<file path="src/design/hkc_pkg.sv">
package hkc_pkg;

   localparam int unsigned TICK_WIDTH     = 8;
   localparam int unsigned SAVE_WIDTH     = 8;
   localparam int unsigned SECONDS_WIDTH  = 16;
   localparam int unsigned SETPOINT_WIDTH = 9;
   localparam int unsigned CSR_DATA_WIDTH = 16;
   localparam int unsigned CSR_INDEX_WIDTH = 3;
   localparam int unsigned REQ_DATA_WIDTH = 8;
   localparam int unsigned RSP_DATA_WIDTH = 24;

   localparam logic [TICK_WIDTH-1:0]     TICK_DIVIDER_LIMIT_RESET = 8'd10;
   localparam logic [SAVE_WIDTH-1:0]     SAVE_DELAY_LIMIT_RESET   = 8'd50;
   localparam logic [SECONDS_WIDTH-1:0]  AUTO_OFF_LIMIT_RESET     = 16'd12000;
   localparam logic [SETPOINT_WIDTH-1:0] SETPOINT_MAX_RESET       = 9'd270;
   localparam logic [SETPOINT_WIDTH-1:0] SETPOINT_RESET           = 9'd0;

   typedef enum logic [CSR_INDEX_WIDTH-1:0] {
      CSR_TICK_DIVIDER_LIMIT = 3'd0,
      CSR_SAVE_DELAY_LIMIT   = 3'd1,
      CSR_AUTO_OFF_LIMIT     = 3'd2,
      CSR_SETPOINT_MAX       = 3'd3,
      CSR_START_SETPOINT_A   = 3'd4,
      CSR_START_SETPOINT_B   = 3'd5
   } csr_index_type;

   typedef struct packed {
      logic [TICK_WIDTH-1:0]     tick_divider_limit;
      logic [SAVE_WIDTH-1:0]     save_delay_limit;
      logic [SECONDS_WIDTH-1:0]  auto_off_limit;
      logic [SETPOINT_WIDTH-1:0] setpoint_max;
   } cfg_type;

   typedef struct packed {
      logic save_clear;
      logic down_key;
      logic up_key;
      logic off_key;
      logic mode_key;
   } key_word_type;

   typedef struct packed {
      logic [SETPOINT_WIDTH-1:0] setpoint_b_out;
      logic [SETPOINT_WIDTH-1:0] setpoint_a_out;
      logic                      mode_b;
      logic                      save_request;
      logic                      run_enable;
      logic                      heat_enable;
      logic                      beeper;
   } result_type;

endpackage

</file>
<file path="src/design/hkc_csr.sv">
module hkc_csr (
   input  logic                                 clock,
   input  logic                                 reset,
   input  logic                                 csr_valid,
   output logic                                 csr_ready,
   input  logic [hkc_pkg::CSR_INDEX_WIDTH-1:0]  csr_index,
   input  logic [hkc_pkg::CSR_DATA_WIDTH-1:0]   csr_data,
   output hkc_pkg::cfg_type                     cfg
);
   import hkc_pkg::*;

   cfg_type cfg_ff;
   cfg_type cfg_in;

   assign csr_ready = 1'b1;
   assign cfg       = cfg_ff;

   always_comb begin
      cfg_in = cfg_ff;
      if (csr_valid) begin
         unique case (csr_index)
            CSR_TICK_DIVIDER_LIMIT: cfg_in.tick_divider_limit = csr_data[TICK_WIDTH-1:0];
            CSR_SAVE_DELAY_LIMIT:   cfg_in.save_delay_limit   = csr_data[SAVE_WIDTH-1:0];
            CSR_AUTO_OFF_LIMIT:     cfg_in.auto_off_limit     = csr_data[SECONDS_WIDTH-1:0];
            CSR_SETPOINT_MAX:       cfg_in.setpoint_max       = csr_data[SETPOINT_WIDTH-1:0];
            default:                cfg_in = cfg_ff;
         endcase
      end
   end

   always_ff @(posedge clock) begin
      if (reset) begin
         cfg_ff.tick_divider_limit <= TICK_DIVIDER_LIMIT_RESET;
         cfg_ff.save_delay_limit   <= SAVE_DELAY_LIMIT_RESET;
         cfg_ff.auto_off_limit     <= AUTO_OFF_LIMIT_RESET;
         cfg_ff.setpoint_max       <= SETPOINT_MAX_RESET;
      end else begin
         cfg_ff <= cfg_in;
      end
   end

endmodule

</file>
<file path="src/design/hkc_core.sv">
module hkc_core (
   input  logic                  clock,
   input  logic                  reset,
   input  logic                  fire,
   input  hkc_pkg::key_word_type item,
   input  hkc_pkg::cfg_type      cfg,
   output hkc_pkg::result_type   result
);
   import hkc_pkg::*;

   logic mode_reg_ff, mode_reg_in;
   logic [SETPOINT_WIDTH-1:0] setpoint_a_ff, setpoint_a_in;
   logic [SETPOINT_WIDTH-1:0] setpoint_b_ff, setpoint_b_in;
   logic mode_seen_ff, mode_seen_in, mode_armed_ff, mode_armed_in;
   logic off_seen_ff, off_seen_in;
   logic up_seen_ff, up_seen_in, up_armed_ff, up_armed_in;
   logic down_seen_ff, down_seen_in, down_armed_ff, down_armed_in;
   logic [TICK_WIDTH-1:0]    tick_count_ff, tick_count_in;
   logic [SECONDS_WIDTH-1:0] seconds_count_ff, seconds_count_in;
   logic                     save_timing_ff, save_timing_in;
   logic [SAVE_WIDTH-1:0]    save_count_ff, save_count_in;
   logic save_pending_ff, save_pending_in;
   logic beep_pending_ff, beep_pending_in;
   logic beep_done_ff, beep_done_in;
   logic beep_level_ff, beep_level_in;
   logic heat_flag_ff, heat_flag_in;
   logic run_flag_ff, run_flag_in;
   logic [SETPOINT_WIDTH:0]  sp_inc;
   logic [TICK_WIDTH:0]      tick_next;

   always_comb begin
      mode_reg_in      = mode_reg_ff;
      setpoint_a_in    = setpoint_a_ff;
      setpoint_b_in    = setpoint_b_ff;
      mode_seen_in     = mode_seen_ff;
      mode_armed_in    = mode_armed_ff;
      off_seen_in      = off_seen_ff;
      up_seen_in       = up_seen_ff;
      up_armed_in      = up_armed_ff;
      down_seen_in     = down_seen_ff;
      down_armed_in    = down_armed_ff;
      tick_count_in    = tick_count_ff;
      seconds_count_in = seconds_count_ff;
      save_timing_in   = save_timing_ff;
      save_count_in    = save_count_ff;
      save_pending_in  = save_pending_ff;
      beep_pending_in  = beep_pending_ff;
      beep_done_in     = beep_done_ff;
      beep_level_in    = beep_level_ff;
      heat_flag_in     = heat_flag_ff;
      run_flag_in      = run_flag_ff;
      sp_inc           = '0;
      tick_next        = {1'b0, tick_count_ff} + {{TICK_WIDTH{1'b0}}, 1'b1};

      if (item.save_clear) begin
         save_pending_in = 1'b0;
      end

      // mode key: toggle on release
      if (mode_armed_in && item.mode_key) begin
         mode_reg_in    = ~mode_reg_in;
         mode_armed_in  = 1'b0;
         mode_seen_in   = 1'b0;
         save_timing_in = 1'b1;
         save_count_in  = '0;
         beep_done_in   = 1'b0;
         run_flag_in    = 1'b1;
      end
      if (mode_seen_in && !item.mode_key) begin
         mode_armed_in = 1'b1;
         heat_flag_in  = 1'b1;
         if (!beep_done_in) begin
            beep_pending_in = 1'b1;
         end
      end
      if (!item.mode_key && !mode_seen_in) begin
         mode_seen_in = 1'b1;
      end

      // off key: act while held
      if (off_seen_in && !item.off_key) begin
         off_seen_in  = 1'b0;
         heat_flag_in = 1'b0;
         run_flag_in  = 1'b0;
      end
      if (!item.off_key && !off_seen_in) begin
         off_seen_in = 1'b1;
      end

      // up key: step and clamp at max
      if (up_armed_in && item.up_key) begin
         if (!mode_reg_in) begin
            sp_inc = {1'b0, setpoint_a_in} + {{SETPOINT_WIDTH{1'b0}}, 1'b1};
            setpoint_a_in = (sp_inc > {1'b0, cfg.setpoint_max}) ? cfg.setpoint_max
                                                                : sp_inc[SETPOINT_WIDTH-1:0];
         end else begin
            sp_inc = {1'b0, setpoint_b_in} + {{SETPOINT_WIDTH{1'b0}}, 1'b1};
            setpoint_b_in = (sp_inc > {1'b0, cfg.setpoint_max}) ? cfg.setpoint_max
                                                                : sp_inc[SETPOINT_WIDTH-1:0];
         end
         up_armed_in    = 1'b0;
         up_seen_in     = 1'b0;
         save_timing_in = 1'b1;
         save_count_in  = '0;
         beep_done_in   = 1'b0;
         run_flag_in    = 1'b1;
      end
      if (up_seen_in && !item.up_key) begin
         up_armed_in  = 1'b1;
         heat_flag_in = 1'b1;
         if (!beep_done_in) begin
            beep_pending_in = 1'b1;
         end
      end
      if (!item.up_key && !up_seen_in) begin
         up_seen_in = 1'b1;
      end

      // down key: step and hold at zero
      if (down_armed_in && item.down_key) begin
         if (!mode_reg_in) begin
            if (setpoint_a_in != '0) begin
               setpoint_a_in = setpoint_a_in - {{(SETPOINT_WIDTH-1){1'b0}}, 1'b1};
            end
         end else begin
            if (setpoint_b_in != '0) begin
               setpoint_b_in = setpoint_b_in - {{(SETPOINT_WIDTH-1){1'b0}}, 1'b1};
            end
         end
         down_armed_in  = 1'b0;
         down_seen_in   = 1'b0;
         save_timing_in = 1'b1;
         save_count_in  = '0;
         beep_done_in   = 1'b0;
         run_flag_in    = 1'b1;
      end
      if (down_seen_in && !item.down_key) begin
         down_armed_in = 1'b1;
         heat_flag_in  = 1'b1;
         if (!beep_done_in) begin
            beep_pending_in = 1'b1;
         end
      end
      if (!item.down_key && !down_seen_in) begin
         down_seen_in = 1'b1;
      end

      // tick divider and slow period
      if (tick_next > {1'b0, cfg.tick_divider_limit}) begin
         tick_count_in    = '0;
         seconds_count_in = seconds_count_ff + {{(SECONDS_WIDTH-1){1'b0}}, 1'b1};
         if (save_timing_in) begin
            save_count_in = save_count_in + {{(SAVE_WIDTH-1){1'b0}}, 1'b1};
            if (save_count_in > cfg.save_delay_limit) begin
               save_pending_in = 1'b1;
               save_count_in   = '0;
               save_timing_in  = 1'b0;
            end
         end
         if (seconds_count_in > cfg.auto_off_limit) begin
            if (!mode_reg_in) begin
               run_flag_in = 1'b0;
            end
            seconds_count_in = '0;
         end
         if (!beep_pending_in) begin
            beep_level_in = 1'b0;
         end else begin
            beep_level_in   = 1'b1;
            beep_pending_in = 1'b0;
            beep_done_in    = 1'b1;
         end
      end else begin
         tick_count_in = tick_next[TICK_WIDTH-1:0];
      end
   end

   assign result.beeper         = beep_level_in;
   assign result.heat_enable    = heat_flag_in;
   assign result.run_enable     = run_flag_in;
   assign result.save_request   = save_pending_in;
   assign result.mode_b         = mode_reg_in;
   assign result.setpoint_a_out = setpoint_a_in;
   assign result.setpoint_b_out = setpoint_b_in;

   always_ff @(posedge clock) begin
      if (reset) begin
         mode_reg_ff      <= 1'b0;
         setpoint_a_ff    <= SETPOINT_RESET;
         setpoint_b_ff    <= SETPOINT_RESET;
         mode_seen_ff     <= 1'b0;
         mode_armed_ff    <= 1'b0;
         off_seen_ff      <= 1'b0;
         up_seen_ff       <= 1'b0;
         up_armed_ff      <= 1'b0;
         down_seen_ff     <= 1'b0;
         down_armed_ff    <= 1'b0;
         tick_count_ff    <= '0;
         seconds_count_ff <= '0;
         save_timing_ff   <= 1'b0;
         save_count_ff    <= '0;
         save_pending_ff  <= 1'b0;
         beep_pending_ff  <= 1'b0;
         beep_done_ff     <= 1'b0;
         beep_level_ff    <= 1'b0;
         heat_flag_ff     <= 1'b0;
         run_flag_ff      <= 1'b1;
      end else if (fire) begin
         mode_reg_ff      <= mode_reg_in;
         setpoint_a_ff    <= setpoint_a_in;
         setpoint_b_ff    <= setpoint_b_in;
         mode_seen_ff     <= mode_seen_in;
         mode_armed_ff    <= mode_armed_in;
         off_seen_ff      <= off_seen_in;
         up_seen_ff       <= up_seen_in;
         up_armed_ff      <= up_armed_in;
         down_seen_ff     <= down_seen_in;
         down_armed_ff    <= down_armed_in;
         tick_count_ff    <= tick_count_in;
         seconds_count_ff <= seconds_count_in;
         save_timing_ff   <= save_timing_in;
         save_count_ff    <= save_count_in;
         save_pending_ff  <= save_pending_in;
         beep_pending_ff  <= beep_pending_in;
         beep_done_ff     <= beep_done_in;
         beep_level_ff    <= beep_level_in;
         heat_flag_ff     <= heat_flag_in;
         run_flag_ff      <= run_flag_in;
      end
   end

endmodule

</file>
<file path="src/design/heater_panel_key_controller.sv">
// Heater panel key controller. Each request word is one timer tick with the
// four active-low key levels and a save-clear flag; each tick yields exactly
// one response word with the beeper, heat, run, save-request and mode flags
// and both setpoints as they stand after that tick. A word is taken every
// clock cycle unless a held response stalls; it passes the input register,
// then key and divider logic into the output register. The user is to
// write the limits through the csr port only while no tick is in flight;
// the block does not enforce it. Both setpoints start at zero after reset;
// the start-setpoint registers are accepted but do not change the outputs.
module heater_panel_key_controller (
   input  logic                                 clock,
   input  logic                                 reset,
   input  logic                                 req_tvalid,
   output logic                                 req_tready,
   // [0] mode_key, [1] off_key, [2] up_key, [3] down_key, [4] save_clear
   input  logic [hkc_pkg::REQ_DATA_WIDTH-1:0]   req_tdata,
   output logic                                 rsp_tvalid,
   input  logic                                 rsp_tready,
   // [0] beeper, [1] heat_enable, [2] run_enable, [3] save_request,
   // [4] mode_b, [13:5] setpoint_a_out, [22:14] setpoint_b_out
   output logic [hkc_pkg::RSP_DATA_WIDTH-1:0]   rsp_tdata,
   input  logic                                 csr_valid,
   output logic                                 csr_ready,
   input  logic [hkc_pkg::CSR_INDEX_WIDTH-1:0]  csr_index,
   input  logic [hkc_pkg::CSR_DATA_WIDTH-1:0]   csr_data
);
   import hkc_pkg::*;

   logic         in_valid_ff;
   key_word_type in_word_ff;
   logic         out_valid_ff;
   result_type   out_word_ff;
   logic         out_free;
   logic         fire;
   cfg_type      cfg;
   result_type   result;

   assign out_free   = !out_valid_ff || rsp_tready;
   assign fire       = in_valid_ff && out_free;
   assign req_tready = !in_valid_ff || out_free;
   assign rsp_tvalid = out_valid_ff;
   assign rsp_tdata  = {{(RSP_DATA_WIDTH - $bits(result_type)){1'b0}}, out_word_ff};

   hkc_csr u_csr (
      .clock     (clock),
      .reset     (reset),
      .csr_valid (csr_valid),
      .csr_ready (csr_ready),
      .csr_index (csr_index),
      .csr_data  (csr_data),
      .cfg       (cfg)
   );

   hkc_core u_core (
      .clock  (clock),
      .reset  (reset),
      .fire   (fire),
      .item   (in_word_ff),
      .cfg    (cfg),
      .result (result)
   );

   always_ff @(posedge clock) begin
      if (reset) begin
         in_valid_ff  <= 1'b0;
         out_valid_ff <= 1'b0;
      end else begin
         if (req_tready) begin
            in_valid_ff <= req_tvalid;
         end
         if (out_free) begin
            out_valid_ff <= fire;
         end
      end
   end

   always_ff @(posedge clock) begin
      if (req_tvalid && req_tready) begin
         in_word_ff <= req_tdata[$bits(key_word_type)-1:0];
      end
      if (fire) begin
         out_word_ff <= result;
      end
   end

endmodule

</file>
<file path="config.mk">
export PLATFORM = sky130hd
export DESIGN_NAME = heater_panel_key_controller
export DESIGN_NICKNAME = d
export VERILOG_FILES = /design/src/design/hkc_pkg.sv /design/src/design/hkc_csr.sv /design/src/design/hkc_core.sv /design/src/design/heater_panel_key_controller.sv
export SDC_FILE = /design/constraint.sdc
export NUM_CORES = 1
export LEC_CHECK = 0
export BUFFER_PORTS_ARGS = -buffer_cell sky130_fd_sc_hd__buf_2
export CAP_MARGIN = 20
export CORE_UTILIZATION = 45
export CTS_CLUSTER_DIAMETER = 60
export DETAILED_ROUTE_END_ITERATION = 16
export GPL_TIMING_DRIVEN = 1
export PLACE_DENSITY = 0.61
export SLEW_MARGIN = 20
export SYNTH_ARGS = -nofsm -noshare
export SYNTH_HDL_FRONTEND = slang
export SYNTH_SLANG_ARGS = --single-unit
</file>
<file path="constraint.sdc">
create_clock -name clock -period 6.01 [get_ports clock]
set_clock_uncertainty 0.15 [all_clocks]
set_input_delay 0.601 -clock clock [delete_from_list [all_inputs] [get_ports clock]]
set_output_delay 0.601 -clock clock [all_outputs]
set_load 0.05 [all_outputs]
</file>
==> results.md <==
* Run status: finished, final reports clean
* Post-CTS sizing at 0
* FFs w/ async S/R, synth at 0
* Vias in the first global route at 6256
* Dpl cells at approximately 1200
* Relative slew slack at 0.346
* Multi-input gate area at approximately 0.0047 sq mm
* Hold Crit Start: req_tdata[3]
* Total CTS buffers at 17
* Worst setup SP type: flop
* Area of the mapped netlist at between 0.008 and 0.009 sq mm
* PwrDens at ~240 mW/mm^2
* Mean post-synth cell area at ~8.4 sq um
* # DRC at 0
* GRT Resource Usage Total at 0.224
* Worst Hold Path EP: in_word_ff[3]
* Hold Path Depth at 1
* Core ar. at roughly 0.017 sq mm
* Synth unique cells at 75
* Worst setup EP type: flop
* CTS root buf: clkbuf_16
* Nets@finish at around 1100
* Largest net degree at the start of global routing at 56
* P_leak at about 3.7 nW
* GRT Residual Overflow at 0
* Max Clk Rate at around 190 MHz
* Crit path max fanout at 8
* Worst R2R Setup Slack at slightly above 0.8 ns
* RSZ-0062 raised after global routing: false
* Fin crit period at between 5 and 6 ns
* Worst Hold Class: in2reg
* CTS Hold Bufs at 0
* Setup TNS at 0 ns
* Maximum VDD drop at between 150 and 200 uV
* Final hold vios at 0
* # setup viols final at 0
* Synthesis-to-finish area growth at 12.4%
* DRT Wirelength at around 20000 microns
* Initial antenna violation count at 0
* Worst slew pin tran at between 0.9 and 1 ns
* Slew Viols, Final at 0
* I/O Buffers at 53
* Final core occ at 0.521
* Filler instances at roughly 1700
* ANT nets after route at 0
* First-pass GRT wire length at 32000 microns
* Die width at between 100 and 150 microns
* R2R depth at 17
* CTS tree: yes
* Clk pin slew, worst setup/hold paths at roughly 0.06 ns
* FF/Latch Area at about 0.0030 sq mm
* R2R Path Start: u_core.setpoint_a_ff[0]
* Max_cap viols at 0
* Boundary Pins at 59
* Layout cells sized above 1 at 0.121
* Cell Count, Final, Fillers Out at around 1200
* Final cycle utilization of the critical path at 0.863
* H-tree depth at 4
* Placer Congestion at 0.838
* Die area at approximately 0.018 sq mm
* TritonCTS Sinks at between 100 and 150
* Kind of critical path: reg2reg
* Max clock buf depth at 2
* Hpwl dp at 14000 microns
* WL/cell at 16.0 microns
* Most common cell after layout, fill and taps aside: nand2_1
* Sequential area share after synthesis at 0.372
* Total number of vias at between 6000 and 7000
* Prevailing post-synth register cell: dfxtp_1
* Most frequent cells in the layout: 124 x nand2_1, 108 x dfxtp_1, 71 x a21oi_1
* Ys Warns at 0
* Ant. Diodes at 0
* TritonRoute pass-1 iters at 5
* Gate Count Post-Synth at roughly 960
* Flip-flop and latch count after synthesis at 136
* Drt via density at between 5 and 6
* Initial core utilization at 0.464
* Post-CTS Setup Inserts at 0
* FF-to-FF End: u_core.setpoint_a_ff[5]
* Syn Nets at ~1000
* EDFF count, synth at 28
* Worst skew pair latency at between 0.4 and 0.5 ns
* Die H at between 100 and 150 microns
* Core Rows at 48
* Final setup margin at approximately 0.8 ns
* WP data arrival at about 5.4 ns
* DR iter-0 viols at between 400 and 500
* Post-Place Worst Slack at roughly 0.9 ns
* Worst Path Required at ~6.2 ns
worst max-delay path by stage:
stage | from | end | slack, ns | cells after the start
floorplan | u_core.setpoint_a_ff[0] | u_core.setpoint_a_ff[5] | 1.47 | 18
global placement | u_core.setpoint_a_ff[0] | u_core.setpoint_a_ff[5] | 0.98 | 17
detailed placement | u_core.setpoint_a_ff[0] | u_core.setpoint_a_ff[5] | 0.91 | 17
CTS | u_core.setpoint_a_ff[0] | u_core.setpoint_a_ff[5] | 0.88 | 17
global route | u_core.setpoint_b_ff[0] | u_core.setpoint_b_ff[7] | 0.42 | 15
finish | u_core.setpoint_a_ff[0] | u_core.setpoint_a_ff[5] | 0.82 | 17
kinds of logic (layout without fill, tap and decap cells):
family,Yosys count,count (layout),synth area share
buffers and inverters,104,156,0.0516
multiplexers,18,18,0.0229
adder cells (fa/ha/maj),57,57,0.0883
AO/OA/AOI/OAI,231,231,0.191
AND/OR/NAND/NOR,360,360,0.220
XOR/XNOR,49,49,0.0532
flip-flops,136,136,0.372
other,2,2,0.000930
state kept, by name, indices dropped and copies added, names as in the netlist, 5 cells and up:
name	count
in_word_ff	5
rsp_tdata	23
u_core.save_count_ff	8
u_core.seconds_count_ff	16
u_core.setpoint_a_ff	9
u_core.setpoint_b_ff	9
u_core.tick_count_ff	8
u_csr.cfg	41
metal layers:
layer	routed length (microns)	track usage	part of all wire	vias up
met2	9010	0.350	0.46	152
met5	0	0	0	-
met4	188	0.0636	0.0095	0
met1	9850	0.315	0.50	3208
met3	739	0.0373	0.037	15
li1	-	-	-	3524
cells in the mapped netlist (all sizes together) (19+ instances only):
master / instances / area (sq um)
edfxtp: 28 / 841
o211ai: 20 / 150
clkbuf: 32 / 120
nand2: 124 / 465
nor3: 19 / 95.1
o21ai: 44 / 224
dfxtp: 108 / 2160
xor2: 19 / 166
and3: 19 / 119
xnor2: 30 / 263
nand3: 61 / 310
a21oi: 71 / 355
ha: 57 / 713
nor2: 58 / 218
inv: 60 / 225
metrics by stage:
step | cell area (sq um) | hold WS [ns] | power (mW)
after detailed placement | 8510 | 0.297 | 1.20
after global routing | 9080 | 0.178 | 2.28
final | 9080 | 0.198 | 2.19
after global placement | 8510 | 0.292 | 1.20
after floorplan | 8070 | 0.282 | 1.14
after CTS | 9070 | 0.185 | 2.22
worst max-delay path: stages (launching register included):
cell,delay (ns)
dfxtp_1,0.49
ha_1,0.27
nand3_1,0.19
nor3_1,0.22
xor2_1,0.25
ha_1,0.30
a21oi_1,0.21
nand2_1,0.12
or4_4,0.45
a21oi_1,0.33
mux2_2,0.23
mux2i_1,0.13
ha_1,0.28
nand3_1,0.16
nor4_4,0.07
or4_1,0.62
or4_1,0.54
o311ai_1,0.08
cell type report:
| class | count | area share |
|---|---|---|
| Timing Repair Buffer | 63 | 0.0375 |
| Multi-Input combinational cell | 717 | 0.513 |
| Tap cell | 225 | 0.0310 |
| Inverter | 61 | 0.0252 |
| Clock buffer | 21 | 0.0485 |
| Clock inverter | 11 | 0.0136 |
| Sequential cell | 136 | 0.331 |
power by group:
| group | switching, mW | internal, mW |
|---|---|---|
| Combinational | 0.136 | 0.0645 |
| Clock | 0.404 | 0.611 |
| Sequential | 0.0202 | 0.959 |
No activity file was read; power rests on OpenSTA's default activity.
